===== src/sv/aepg_pkg.sv =====
// Shared types and constants for the antialiased edge pixel generator.
// Used by aepg_ctrl, aepg_datapath and the top level; no dependencies.
package aepg_pkg;

   localparam int MaxMesh  = 16;
   localparam int DivSteps = 25;

   typedef struct packed {
      logic [9:0] pixel_x;
      logic [9:0] pixel_y;
   } req_type;

   typedef struct packed {
      logic signed [23:0] pixel_value;
      logic               edge_pixel;
   } rsp_type;

   typedef struct packed {
      logic signed [17:0] grad_x;
      logic signed [17:0] grad_y;
      logic signed [19:0] center_x;
      logic signed [19:0] center_y;
      logic signed [15:0] level_a;
      logic signed [15:0] level_b;
      logic               mode_analytic;
      logic [4:0]         mesh_size;
   } cfg_type;

   localparam logic [2:0] RegGradX   = 3'd0;
   localparam logic [2:0] RegGradY   = 3'd1;
   localparam logic [2:0] RegCenterX = 3'd2;
   localparam logic [2:0] RegCenterY = 3'd3;
   localparam logic [2:0] RegLevelA  = 3'd4;
   localparam logic [2:0] RegLevelB  = 3'd5;
   localparam logic [2:0] RegMode    = 3'd6;
   localparam logic [2:0] RegMesh    = 3'd7;

   typedef enum logic [3:0] {
      ST_IDLE, ST_MUL, ST_SUM, ST_CORNER, ST_DECIDE, ST_AREA, ST_MESH_INIT,
      ST_MESH, ST_SQUARE, ST_DIV_SETUP, ST_DIV, ST_BLEND, ST_FINAL
   } state_type;

   typedef enum logic [3:0] {
      OP_NONE, OP_LOAD, OP_MUL, OP_SUM, OP_CORNER, OP_AREA, OP_MESH_INIT,
      OP_MESH, OP_SQUARE, OP_DIV_SETUP, OP_DIV, OP_BLEND, OP_FINAL
   } op_type;

   typedef enum logic [2:0] {
      AREA_NONE, AREA_TOP, AREA_MID, AREA_BOT, AREA_FULL
   } area_type;

   typedef struct packed {
      op_type op;
   } cmd_type;

   typedef struct packed {
      logic zero_grad;
      logic edge_hit;
      logic corner_last;
      logic mesh_last;
      logic div_last;
      logic out_free;
      logic analytic;
   } status_type;

endpackage


===== src/sv/aepg_ctrl.sv =====
// Controller FSM: sequences corner tests, mesh sampling, divider and output.
// Depends on aepg_pkg.
module aepg_ctrl (
   input  logic                 clock,
   input  logic                 reset,
   input  logic                 req_valid,
   output logic                 req_stall,
   input  aepg_pkg::status_type status,
   output aepg_pkg::cmd_type    cmd
);

   aepg_pkg::state_type state_ff, state_in;

   always_ff @(posedge clock) begin
      if (reset) begin
         state_ff <= aepg_pkg::ST_IDLE;
      end else begin
         state_ff <= state_in;
      end
   end

   always_comb begin
      state_in  = state_ff;
      cmd.op    = aepg_pkg::OP_NONE;
      req_stall = 1'b1;
      unique case (state_ff)
         aepg_pkg::ST_IDLE: begin
            req_stall = 1'b0;
            if (req_valid) begin
               cmd.op   = aepg_pkg::OP_LOAD;
               state_in = aepg_pkg::ST_MUL;
            end
         end
         aepg_pkg::ST_MUL: begin
            cmd.op   = aepg_pkg::OP_MUL;
            state_in = aepg_pkg::ST_SUM;
         end
         aepg_pkg::ST_SUM: begin
            cmd.op   = aepg_pkg::OP_SUM;
            state_in = status.zero_grad ? aepg_pkg::ST_FINAL : aepg_pkg::ST_CORNER;
         end
         aepg_pkg::ST_CORNER: begin
            cmd.op = aepg_pkg::OP_CORNER;
            if (status.corner_last) state_in = aepg_pkg::ST_DECIDE;
         end
         aepg_pkg::ST_DECIDE: begin
            if (!status.edge_hit) state_in = aepg_pkg::ST_FINAL;
            else if (status.analytic) state_in = aepg_pkg::ST_AREA;
            else state_in = aepg_pkg::ST_MESH_INIT;
         end
         aepg_pkg::ST_AREA: begin
            cmd.op   = aepg_pkg::OP_AREA;
            state_in = aepg_pkg::ST_SQUARE;
         end
         aepg_pkg::ST_MESH_INIT: begin
            cmd.op   = aepg_pkg::OP_MESH_INIT;
            state_in = aepg_pkg::ST_MESH;
         end
         aepg_pkg::ST_MESH: begin
            cmd.op = aepg_pkg::OP_MESH;
            if (status.mesh_last) state_in = aepg_pkg::ST_SQUARE;
         end
         aepg_pkg::ST_SQUARE: begin
            cmd.op   = aepg_pkg::OP_SQUARE;
            state_in = aepg_pkg::ST_DIV_SETUP;
         end
         aepg_pkg::ST_DIV_SETUP: begin
            cmd.op   = aepg_pkg::OP_DIV_SETUP;
            state_in = aepg_pkg::ST_DIV;
         end
         aepg_pkg::ST_DIV: begin
            cmd.op = aepg_pkg::OP_DIV;
            if (status.div_last) state_in = aepg_pkg::ST_BLEND;
         end
         aepg_pkg::ST_BLEND: begin
            cmd.op   = aepg_pkg::OP_BLEND;
            state_in = aepg_pkg::ST_FINAL;
         end
         aepg_pkg::ST_FINAL: begin
            if (status.out_free) begin
               cmd.op   = aepg_pkg::OP_FINAL;
               state_in = aepg_pkg::ST_IDLE;
            end
         end
         default: state_in = aepg_pkg::ST_IDLE;
      endcase
   end

endmodule


===== config.mk =====
export PLATFORM = sky130hd
export DESIGN_NAME = aepg_ctrl
export DESIGN_NICKNAME = d
export VERILOG_FILES = /design/src/sv/aepg_pkg.sv /design/src/sv/aepg_ctrl.sv
export SDC_FILE = /design/constraint.sdc
export NUM_CORES = 1
export LEC_CHECK = 0
export BUFFER_PORTS_ARGS = -buffer_cell sky130_fd_sc_hd__buf_2
export CAP_MARGIN = 20
export CORE_AREA = 2 2 39 41
export CTS_CLUSTER_DIAMETER = 30
export DETAILED_ROUTE_END_ITERATION = 10
export DIE_AREA = 0 0 41 43
export SETUP_SLACK_MARGIN = 0.2
export SLEW_MARGIN = 20
export SYNTH_ARGS = -nofsm -noshare
export SYNTH_HDL_FRONTEND = slang
export SYNTH_SLANG_ARGS = --single-unit

===== constraint.sdc =====
create_clock -name clock -period 1.8 [get_ports clock]
set_input_delay 0.36 -clock clock [delete_from_list [all_inputs] [get_ports clock]]
set_output_delay 0.36 -clock clock [all_outputs]
set_load 0.005 [all_outputs]

* Word-level counts from Yosys, hierarchy flattened *
Cells that the tools add are included.

word-level totals
  bits in registers = 4
  input port bits = 10
  output and inout port bits = 5
  logic and storage cells = 33

cells by class
  eq/ne operators = 17
  mux-type cells = 13
  reductions and logical operators = 2

operator list
  cell                                           number
  one-hot mux 4 bit (13 select lines)            1
  one-hot mux 4 bit (12 select lines)            1
  two-way mux 4 bit                              8
  == test 4 bit, second input constant           5
  == test 4 x 3 -> 1 bit, second input constant  4
  != test 2 bit, second input constant           5
  == test 4 x 2 -> 1 bit, second input constant  2
  AND reduction 5 bit                            1
  == test 4 x 1 -> 1 bit, second input constant  1
  logical NOT 4 bit                              1
  two-way mux 1 bit                              2
  two-way mux 2 bit                              1

* Depth between registers and ports, before layout *
Gate-level depths: netlist (run 1).

  depth after elaboration = 3
  depth in mapped cells = 5
  mapped depth without buffers = 4

* Worst setup path before layout (run 1) *
Ideal clock, no wire load.

  path type = reg-to-output
  from = reg state_ff[0]
  to = out cmd[2] (netlist name)
  data arrival time = 1.054 ns
  required time = 1.440 ns
  setup slack = 0.386 ns
  cell stages (with the launch flop) = 5
  buffers on the path = 1
  cell sequence = dfxtp_1 > buf_2 > inv_2 > maj3_1 > o22ai_1

RTL lines
  item                    line             text
  start, declared         aepg_ctrl.sv:12  aepg_pkg::state_type state_ff, state_in;
  start signal, assigned  aepg_ctrl.sv:16  state_ff <= aepg_pkg::ST_IDLE;
  start signal, assigned  aepg_ctrl.sv:18  state_ff <= state_in;
  end, declared           aepg_ctrl.sv:9   output aepg_pkg::cmd_type cmd

* Final worst setup path (run 1) *
  from = reg state_ff[0]
  to = out req_stall

between the ends
  cells in the longest elaborated chain, start to end = 2

RTL lines
  item               line             text
  logical NOT 4 bit  aepg_ctrl.sv:26  unique case (state_ff)
  two-way mux 1 bit  aepg_ctrl.sv:26
  end, declared      aepg_ctrl.sv:7   output logic req_stall,

Every way passes these cells.

==> results of run 1 <==
-- metal layers --
metal  GRT usage [%]  vias up
met5               0        -
met4            6.00        0
met3            3.14        2
met2            25.9       27
met1            23.5      275
li1                -      291
-- worst max-delay path, stage by stage (launching register included) --
cell,delay [ps]
dfxtp_4,350
or4_4,520
buf_6,130
-- Yosys cell counts --
master     n  area, um2
nor3_1     2       10.0
nor4b_1    1       8.76
a211o_1    1       8.76
o2111ai_1  1       8.76
nand3_1    1       5.00
dfxtp_1    4       80.1
nor4bb_1   1       10.0
nor2_1     4       15.0
nand3b_1   1       7.51
o21ai_1    4       20.0
o21ai_0    4       20.0
a22oi_1    1       7.51
buf_2      4       20.0
inv_1      3       11.3
o32ai_1    1       8.76
o2bb2ai_1  1       8.76
a2bb2oi_1  1       8.76
maj3_1     1       10.0
o21ba_1    2       20.0
nand2_1    4       15.0
nor2b_1    3       18.8
and2b_1    1       7.51
nor3b_1    2       15.0
nand2b_1   1       6.26
a21oi_1    6       30.0
o22ai_1    2       12.5
inv_2      1       3.75
o211ai_1   1       7.51
o21ba_2    1       10.0
or4_4      1       11.3
a211oi_1   2       15.0
-- power groups by stage --
stage | Sequential, mW | Combinational, mW | Clock [mW]
2_1_floorplan | 0.159 | 0.418 | 0
3_3_place_gp | 0.207 | 0.551 | 0
3_5_place_dp | 0.211 | 0.555 | 0
4_1_cts | 0.199 | 0.653 | 0.117
5_1_grt | 0.202 | 0.816 | 0.125
6_report | 0.199 | 0.746 | 0.118
-- what timing repair did --
action,4_1_cts,5_1_grt
resized for setup,8,6
gates cloned,0,0
pin swaps,1,1
endpoints found under the setup margin,5,4
setup buffers,5,2
-- kinds of logic (layout without fill, tap and decap cells) --
kind of cell | Yosys count | count (layout) | synth area share [%]
flops | 4 | 4 | 18.1
compound gates | 28 | 28 | 42.2
buf+inv | 8 | 32 | 7.93
fa+ha+maj | 1 | 1 | 2.27
simple gates | 22 | 22 | 29.5
-- final timing paths --
check,start,endpoint,slack (ps)
worst max-delay path,state_ff[0],req_stall,200
worst min-delay path,reset,state_ff[2],320
worst max register to register,state_ff[3],state_ff[0],370
worst min register to register,state_ff[2],state_ff[3],590
-- cells in the final DEF, fill, tap and decap left out, types with 2 or more instances in the layout --
cell type  Yosys  final
a211oi_1       2      2
a21oi_1        6      6
buf_2          4     13
buf_4          0      9
buf_6          0      2
clkbuf_4       0      3
dfxtp_4        0      3
inv_2          1      3
nand2_1        4      4
nor2_1         4      4
nor2b_1        3      3
nor3b_1        2      2
o21ai_0        4      4
o21ai_1        4      4
o21ba_1        2      2
-- area by class of cell --
| type | count | share of cell area, % |
|---|---|---|
| clock buffers | 3 | 3.47 |
| flip-flops and latches | 4 | 14.3 |
| well taps | 16 | 3.08 |
| repair buffers | 25 | 24.7 |
| multi-input cells | 51 | 52.2 |
| inverters | 4 | 2.31 |
-- per-stage QoR --
step	cells	cell area, um2	power (mW)	setup WS (ps)	hold WS [ps]
CTS	101	613	0.969	184	334
detailed placement	93	542	0.766	211	579
global placement	93	542	0.757	229	574
floorplan	63	442	0.576	386	432
finish	103	649	1.06	203	322
global route	103	649	1.14	168	342
==> results.cfg, run 1 <==
[floorplanning]
ios = 15
die_h_um = 43
rows = 14
die_w_um = 41
die_area_um2 = 1760
core_area_um2 = 1380
start_util_pct = 31.9

[final_layout]
regArea_um2 = 92.6
largest_register_ffs = 4
fillerInstances = 149
multi_input_area_um2 = 339
final_core_util_pct = 46.9
drive_gt1_share_pct = 46.0
num_antenna_cells = 0
reg.largest.list = state_ff (4)
largest-register = state_ff
fin_nets = 99
syn2layout_area_growth_pct = 47.0

[power_and_ir_drop]
cellLeakagePower_nw = 0.284
p_int_uw = 618
power_switching_uw = 446
pwr_density_cell_nw_per_um2 = 1640
swShare_pct = 41.9
seq_power_share_pct = 18.7
pwr-share-comb_pct = 70.1
vdd_drop_max_mv = 0.950
p_clk_share_pct = 11.1

[timing]
relSlewSlack_pct = 81.1
hold_viol_final = 0
fin_setup_tns_ps = 0
min_period_ps = 1600
clock_skew_ps = 8.98
worst_slew_pin_slew_ps = 281
rsz0062_at_grt = yes
timing.final.crit_share_pct = 88.7
setup_violations = 0
maxSlewViolCount = 0
fmax_mhz = 626

[clock_tree]
htreeDepth = 1
clock_latency_ps = 250
cts_buffer_depth = 2
clk_pin_slew_ps = 30
cts_sinks = 4
cts_tree = yes
numCtsBuffers = 3
holdBufCountCts = 0
cts_root_buffer = clkbuf_4

[critical_path]
cp.required_ps = 1440
start_kind = flop
worst-path-max-fanout = 4
crit_path_end_kind = output port
reg2reg_depth = 6
worst-setup-path-type = reg2out
critical_path_arrival_ps = 1240

[detailed_routing]
drt_iter0_drc = 15
antenna_left = 0
wl_um = 1440
dr.pass1.iters = 4
route.met3.wl_um = 90
wl_met2_um = 716
num_vias = 595
post_drt_wl_per_cell_um = 14.0
top_layer = met4
vias_per_cell = 5.78
wl_met1_um = 616
drc = 0

[job]
drv_cap = 0

[synth]
netlist_instances = 63
ys_ff_latch = 4
syn_area_per_cell_um2 = 7.01
ys_seq_area_share_pct = 18.1
ys_warn_count = 0
yosysUniqueCellTypes = 31
synth_area_um2 = 442
synth.net_count = 73

[grt]
grtUsageTotal_pct = 17.2
grt_antenna_before_repair = 0
grt_max_degree = 14
first_global_vias = 478
grt_pass1_wl_um = 2090
grt_remaining_overflow = 0

[run_status]
outcome = complete, no violations

[worst_hold_path]
holdPathStages = 2
holdCritPathClass = in2reg

[placement]
place.gp.congestion = 0.828
dpl.hpwl_um = 892
portBuffers = 14
No activity file was read; power rests on OpenSTA's default activity.
==> inputs of run 2 (changes only) <==
- BUFFER_PORTS_ARGS: -buffer_cell sky130_fd_sc_hd__buf_2 -> -buffer_cell sky130_fd_sc_hd__buf_4
==> results.cfg, run 2 (synthesis results as in run 1) <==
[timing]
hold_viol_final = 0
rsz0062_at_grt = yes
maxSlewViolCount = 0
clock_skew_ps = 2.61
relSlewSlack_pct = 82.6
timing.final.crit_share_pct = 89.2
min_period_ps = 1610
fin_setup_tns_ps = 0
worst_slew_pin_slew_ps = 257
fmax_mhz = 623
setup_violations = 0

[detailed_routing]
top_layer = met4
drt_iter0_drc = 7
wl_met2_um = 673
antenna_left = 0
vias_per_cell = 5.57
wl_met1_um = 614
route.met3.wl_um = 46
wl_um = 1340
dr.pass1.iters = 4
post_drt_wl_per_cell_um = 13.2
drc = 0
num_vias = 568

[placement]
place.gp.congestion = 0.756
post_dp_cell_area_um2 = 577
portBuffers = 14
dpl.hpwl_um = 885

[worst_hold_path]
holdCritPathClass = in2reg

[grt]
grt_remaining_overflow = 0
first_global_vias = 513
grt_max_degree = 14
grtUsageTotal_pct = 17.9
grt_pass1_wl_um = 2100
grt_antenna_before_repair = 0

[critical_path]
r2r_start = state_ff[1]
cp.required_ps = 1440
cp-startpoint = state_ff[1]
start_kind = flop
worst-path-max-fanout = 6
r2r_end = state_ff[1]
worst-setup-path-type = reg2out
crit_path_end_kind = output port
critical_path_arrival_ps = 1250
r2r_slack_ps = 350
reg2reg_depth = 4
crit_end = req_stall

[floorplanning]
rows = 14
die_area_um2 = 1760
start_util_pct = 31.9
core_area_um2 = 1380
ios = 15
die_h_um = 43
die_w_um = 41

[final_layout]
syn2layout_area_growth_pct = 61.5
fillerInstances = 143
reg.largest.list = state_ff (4)
num_antenna_cells = 0
design_area_um2 = 713
mostFrequentLayoutCells = 20 x buf_4, 6 x a21oi_1
drive_gt1_share_pct = 48.8
fin_nets = 98
layout_commonest_cell = buf_4
largest-register = state_ff
largest_register_ffs = 4

[clock_tree]
cts_tree = yes
clk_pin_slew_ps = 40
htreeDepth = 1
cts_root_buffer = clkbuf_4
clock_latency_ps = 230
cts_buffer_depth = 2
numCtsBuffers = 3
cts_sinks = 4
holdBufCountCts = 0

[job]
drv_cap = 0

[run_status]
outcome = complete, no violations

[power_and_ir_drop]
vdd_drop_max_mv = 0.758
cellLeakagePower_nw = 0.297
pwr_density_cell_nw_per_um2 = 1590
==> run 2: worst min path at each step <==
stage / startpoint / end / depth (start not counted)
4_1_cts: reset / state_ff[2] / 2
3_3_place_gp: reset / state_ff[2] / 2
3_5_place_dp: reset / state_ff[2] / 2
6_report: reset / state_ff[2] / 2
2_1_floorplan: reset / state_ff[2] / 1
5_1_grt: reset / state_ff[2] / 2
==> run 2: what timing repair did <==
action,in CTS,in global routing
cloned,0,0
buffers inserted,5,1
setup endpoints to repair,5,4
pin swaps,3,3
gates resized for setup,10,13
==> run 2: per-stage QoR <==
stage	power (mW)	instances	util [%]	hold WS, ps	setup slack, ps
after floorplan	0.576	63	-	432	386
after global routing	1.23	102	51.5	307	166
final	1.14	102	51.5	310	195
after CTS	1.03	101	47.2	298	186
after global placement	0.805	93	41.7	553	258
after detailed placement	0.809	93	41.7	555	238
==> run 2: final cells by class <==
cell class	instances	area (um2)	area share, %
sequential	4	92.6	13.0
tap	16	20.0	2.81
inverter	4	20.0	2.81
clock buffer	3	22.5	3.16
timing repair buffer	24	195	27.4
multi-input combinational	51	363	50.9
==> run 2: worst max-delay path: stages, from the launching register on <==
cell and delay [ps]:
dfxtp_4 360, or4_4 520, buf_6 130
==> run 2: metal layers <==
layer | global-route usage, % | vias up
met5 | 0 | -
met4 | 10.7 | 0
met3 | 5.76 | 2
met2 | 26.3 | 11
met1 | 21.5 | 270
li1 | - | 285
==> run 2: power breakdown <==
| part | leakage, nW | internal [mW] | switching [mW] |
|---|---|---|---|
| logic | 0.248 | 0.455 | 0.355 |
| clock network | 0.0138 | 0.0745 | 0.0361 |
| registers | 0.0353 | 0.143 | 0.0721 |
==> inputs of run 3 (changes only) <==
- clock period: 1.8 -> 1.4 ns (I/O delays scaled with it)
==> results.cfg, run 3 (synthesis results as in run 1) <==
[critical_path]
cp_top_family = simple AND/OR/NAND/NOR gates
worst-setup-path-type = reg2out
critPathSlowestCell = or4_4
cp.required_ps = 1120
worst-path-max-fanout = 4
start_kind = flop
critical_path_arrival_ps = 1210
crit_chain = or4_4, buf_6
r2r_slack_ps = -10
worst-path-buf-inv = 1
critPathMaxStageDelay_ps = 530
crit_path_end_kind = output port

[floorplanning]
rows = 14
ios = 15
die_area_um2 = 1760
die_w_um = 41
start_util_pct = 31.9
core_area_um2 = 1380
die_h_um = 43

[detailed_routing]
drc = 0
drt_iter0_drc = 12
post_drt_wl_per_cell_um = 13.8
antenna_left = 0
vias_per_cell = 5.66
num_vias = 611
dr.pass1.iters = 4
wl_um = 1490

[timing]
rsz0062_at_grt = yes
relSlewSlack_pct = 81.6
min_period_ps = 1490
hold_viol_final = 0
timing.final.crit_share_pct = 107
maxSlewViolCount = 0
fmax_mhz = 669
worst_slew_pin_slew_ps = 275
setup_violations = 5
setup_ws_ps = -93.8
clock_skew_ps = 0.416

[run_status]
violations = setup timing
outcome = finished, violations left

[final_layout]
layout_commonest_cell = buf_4
num_antenna_cells = 0
reg.largest.list = state_ff (4)
largest_register_ffs = 4
largest-register = state_ff
design_area_um2 = 828
fin_nets = 104
syn2layout_area_growth_pct = 87.5
drive_gt1_share_pct = 64.1
mostFrequentLayoutCells = 23 x buf_4, 6 x buf_6, 5 x a21oi_1

[power_and_ir_drop]
power_mw = 1.65
pwr_density_cell_nw_per_um2 = 1990
vdd_drop_max_mv = 0.978
cellLeakagePower_nw = 0.343

[placement]
post_dp_cell_area_um2 = 629
dpl.hpwl_um = 1020
portBuffers = 14
place.gp.congestion = 0.816

[worst_hold_path]
holdCritPathClass = in2reg

[clock_tree]
clk_pin_slew_ps = 30
cts_root_buffer = clkbuf_4
htreeDepth = 1
clock_latency_ps = 230
cts_buffer_depth = 2
holdBufCountCts = 0
numCtsBuffers = 3
cts_tree = yes
cts_sinks = 4

[grt]
first_global_vias = 596
grt_antenna_before_repair = 0
grt_pass1_wl_um = 2510
grtUsageTotal_pct = 20.8
grt_remaining_overflow = 0
grt_max_degree = 9

[job]
drv_cap = 0
run 3: cell count changes in the layout (fill, tap and decap cells not counted), sizes merged:
cell | previous run | this run
buf | 24 | 30
run 3: where the power goes:
part / switching [mW] / leakage [nW] / internal [mW]
registers: 0.0649 / 0.0347 / 0.176
clock network: 0.0389 / 0.0138 / 0.0953
logic: 0.553 / 0.294 / 0.720
run 3: stage by stage:
step / hold WS (ps) / instances / setup slack [ps] / setup TNS [ps] / utilization (%)
global route: 238 / 108 / -138 / -667 / 59.9
finish: 243 / 108 / -93.8 / -295 / 59.9
CTS: 240 / 108 / -118 / -346 / 57.3
detailed placement: 471 / 99 / -76.0 / -161 / 45.5
global placement: 466 / 99 / 0.278 / 0 / 45.5
floorplan: 344 / 63 / 48.1 / 0 / -
run 3: layout make-up:
type,instances,area (um2)
Timing Repair Buffer,30,255
Sequential cell,4,87.6
Clock buffer,3,22.5
Fill cell,131,556
Multi-Input combinational cell,51,425
Inverter,4,17.5
Tap cell,16,20.0
run 3: worst paths after layout:
| path | to | from | depth (start not counted) |
|---|---|---|---|
| min reg2reg | state_ff[3] | state_ff[2] | 4 |
| max reg2reg | state_ff[1] | state_ff[2] | 4 |
| min | state_ff[2] | reset | 2 |
| max | req_stall | state_ff[2] | 2 |
run 3: repair_timing:
item / 4_1_cts / 5_1_grt
setup buffers: 6 / 0
setup endpoints to repair: 9 / 9
endpoints found under the hold margin: 0 / 0
gates resized for setup: 28 / 7
pin swaps: 11 / 1
run 3: per-layer routing:
metal / share of wire (%) / vias to the layer above / wire length, um / GRT usage (%)
li1: - / 299 / - / -
met1: 40 / 295 / 598 / 26.4
met2: 55 / 17 / 822 / 32.2
met3: 4.6 / 0 / 68 / 3.14
met4: 0 / 0 / 0 / 10.7
met5: 0 / - / 0 / 0
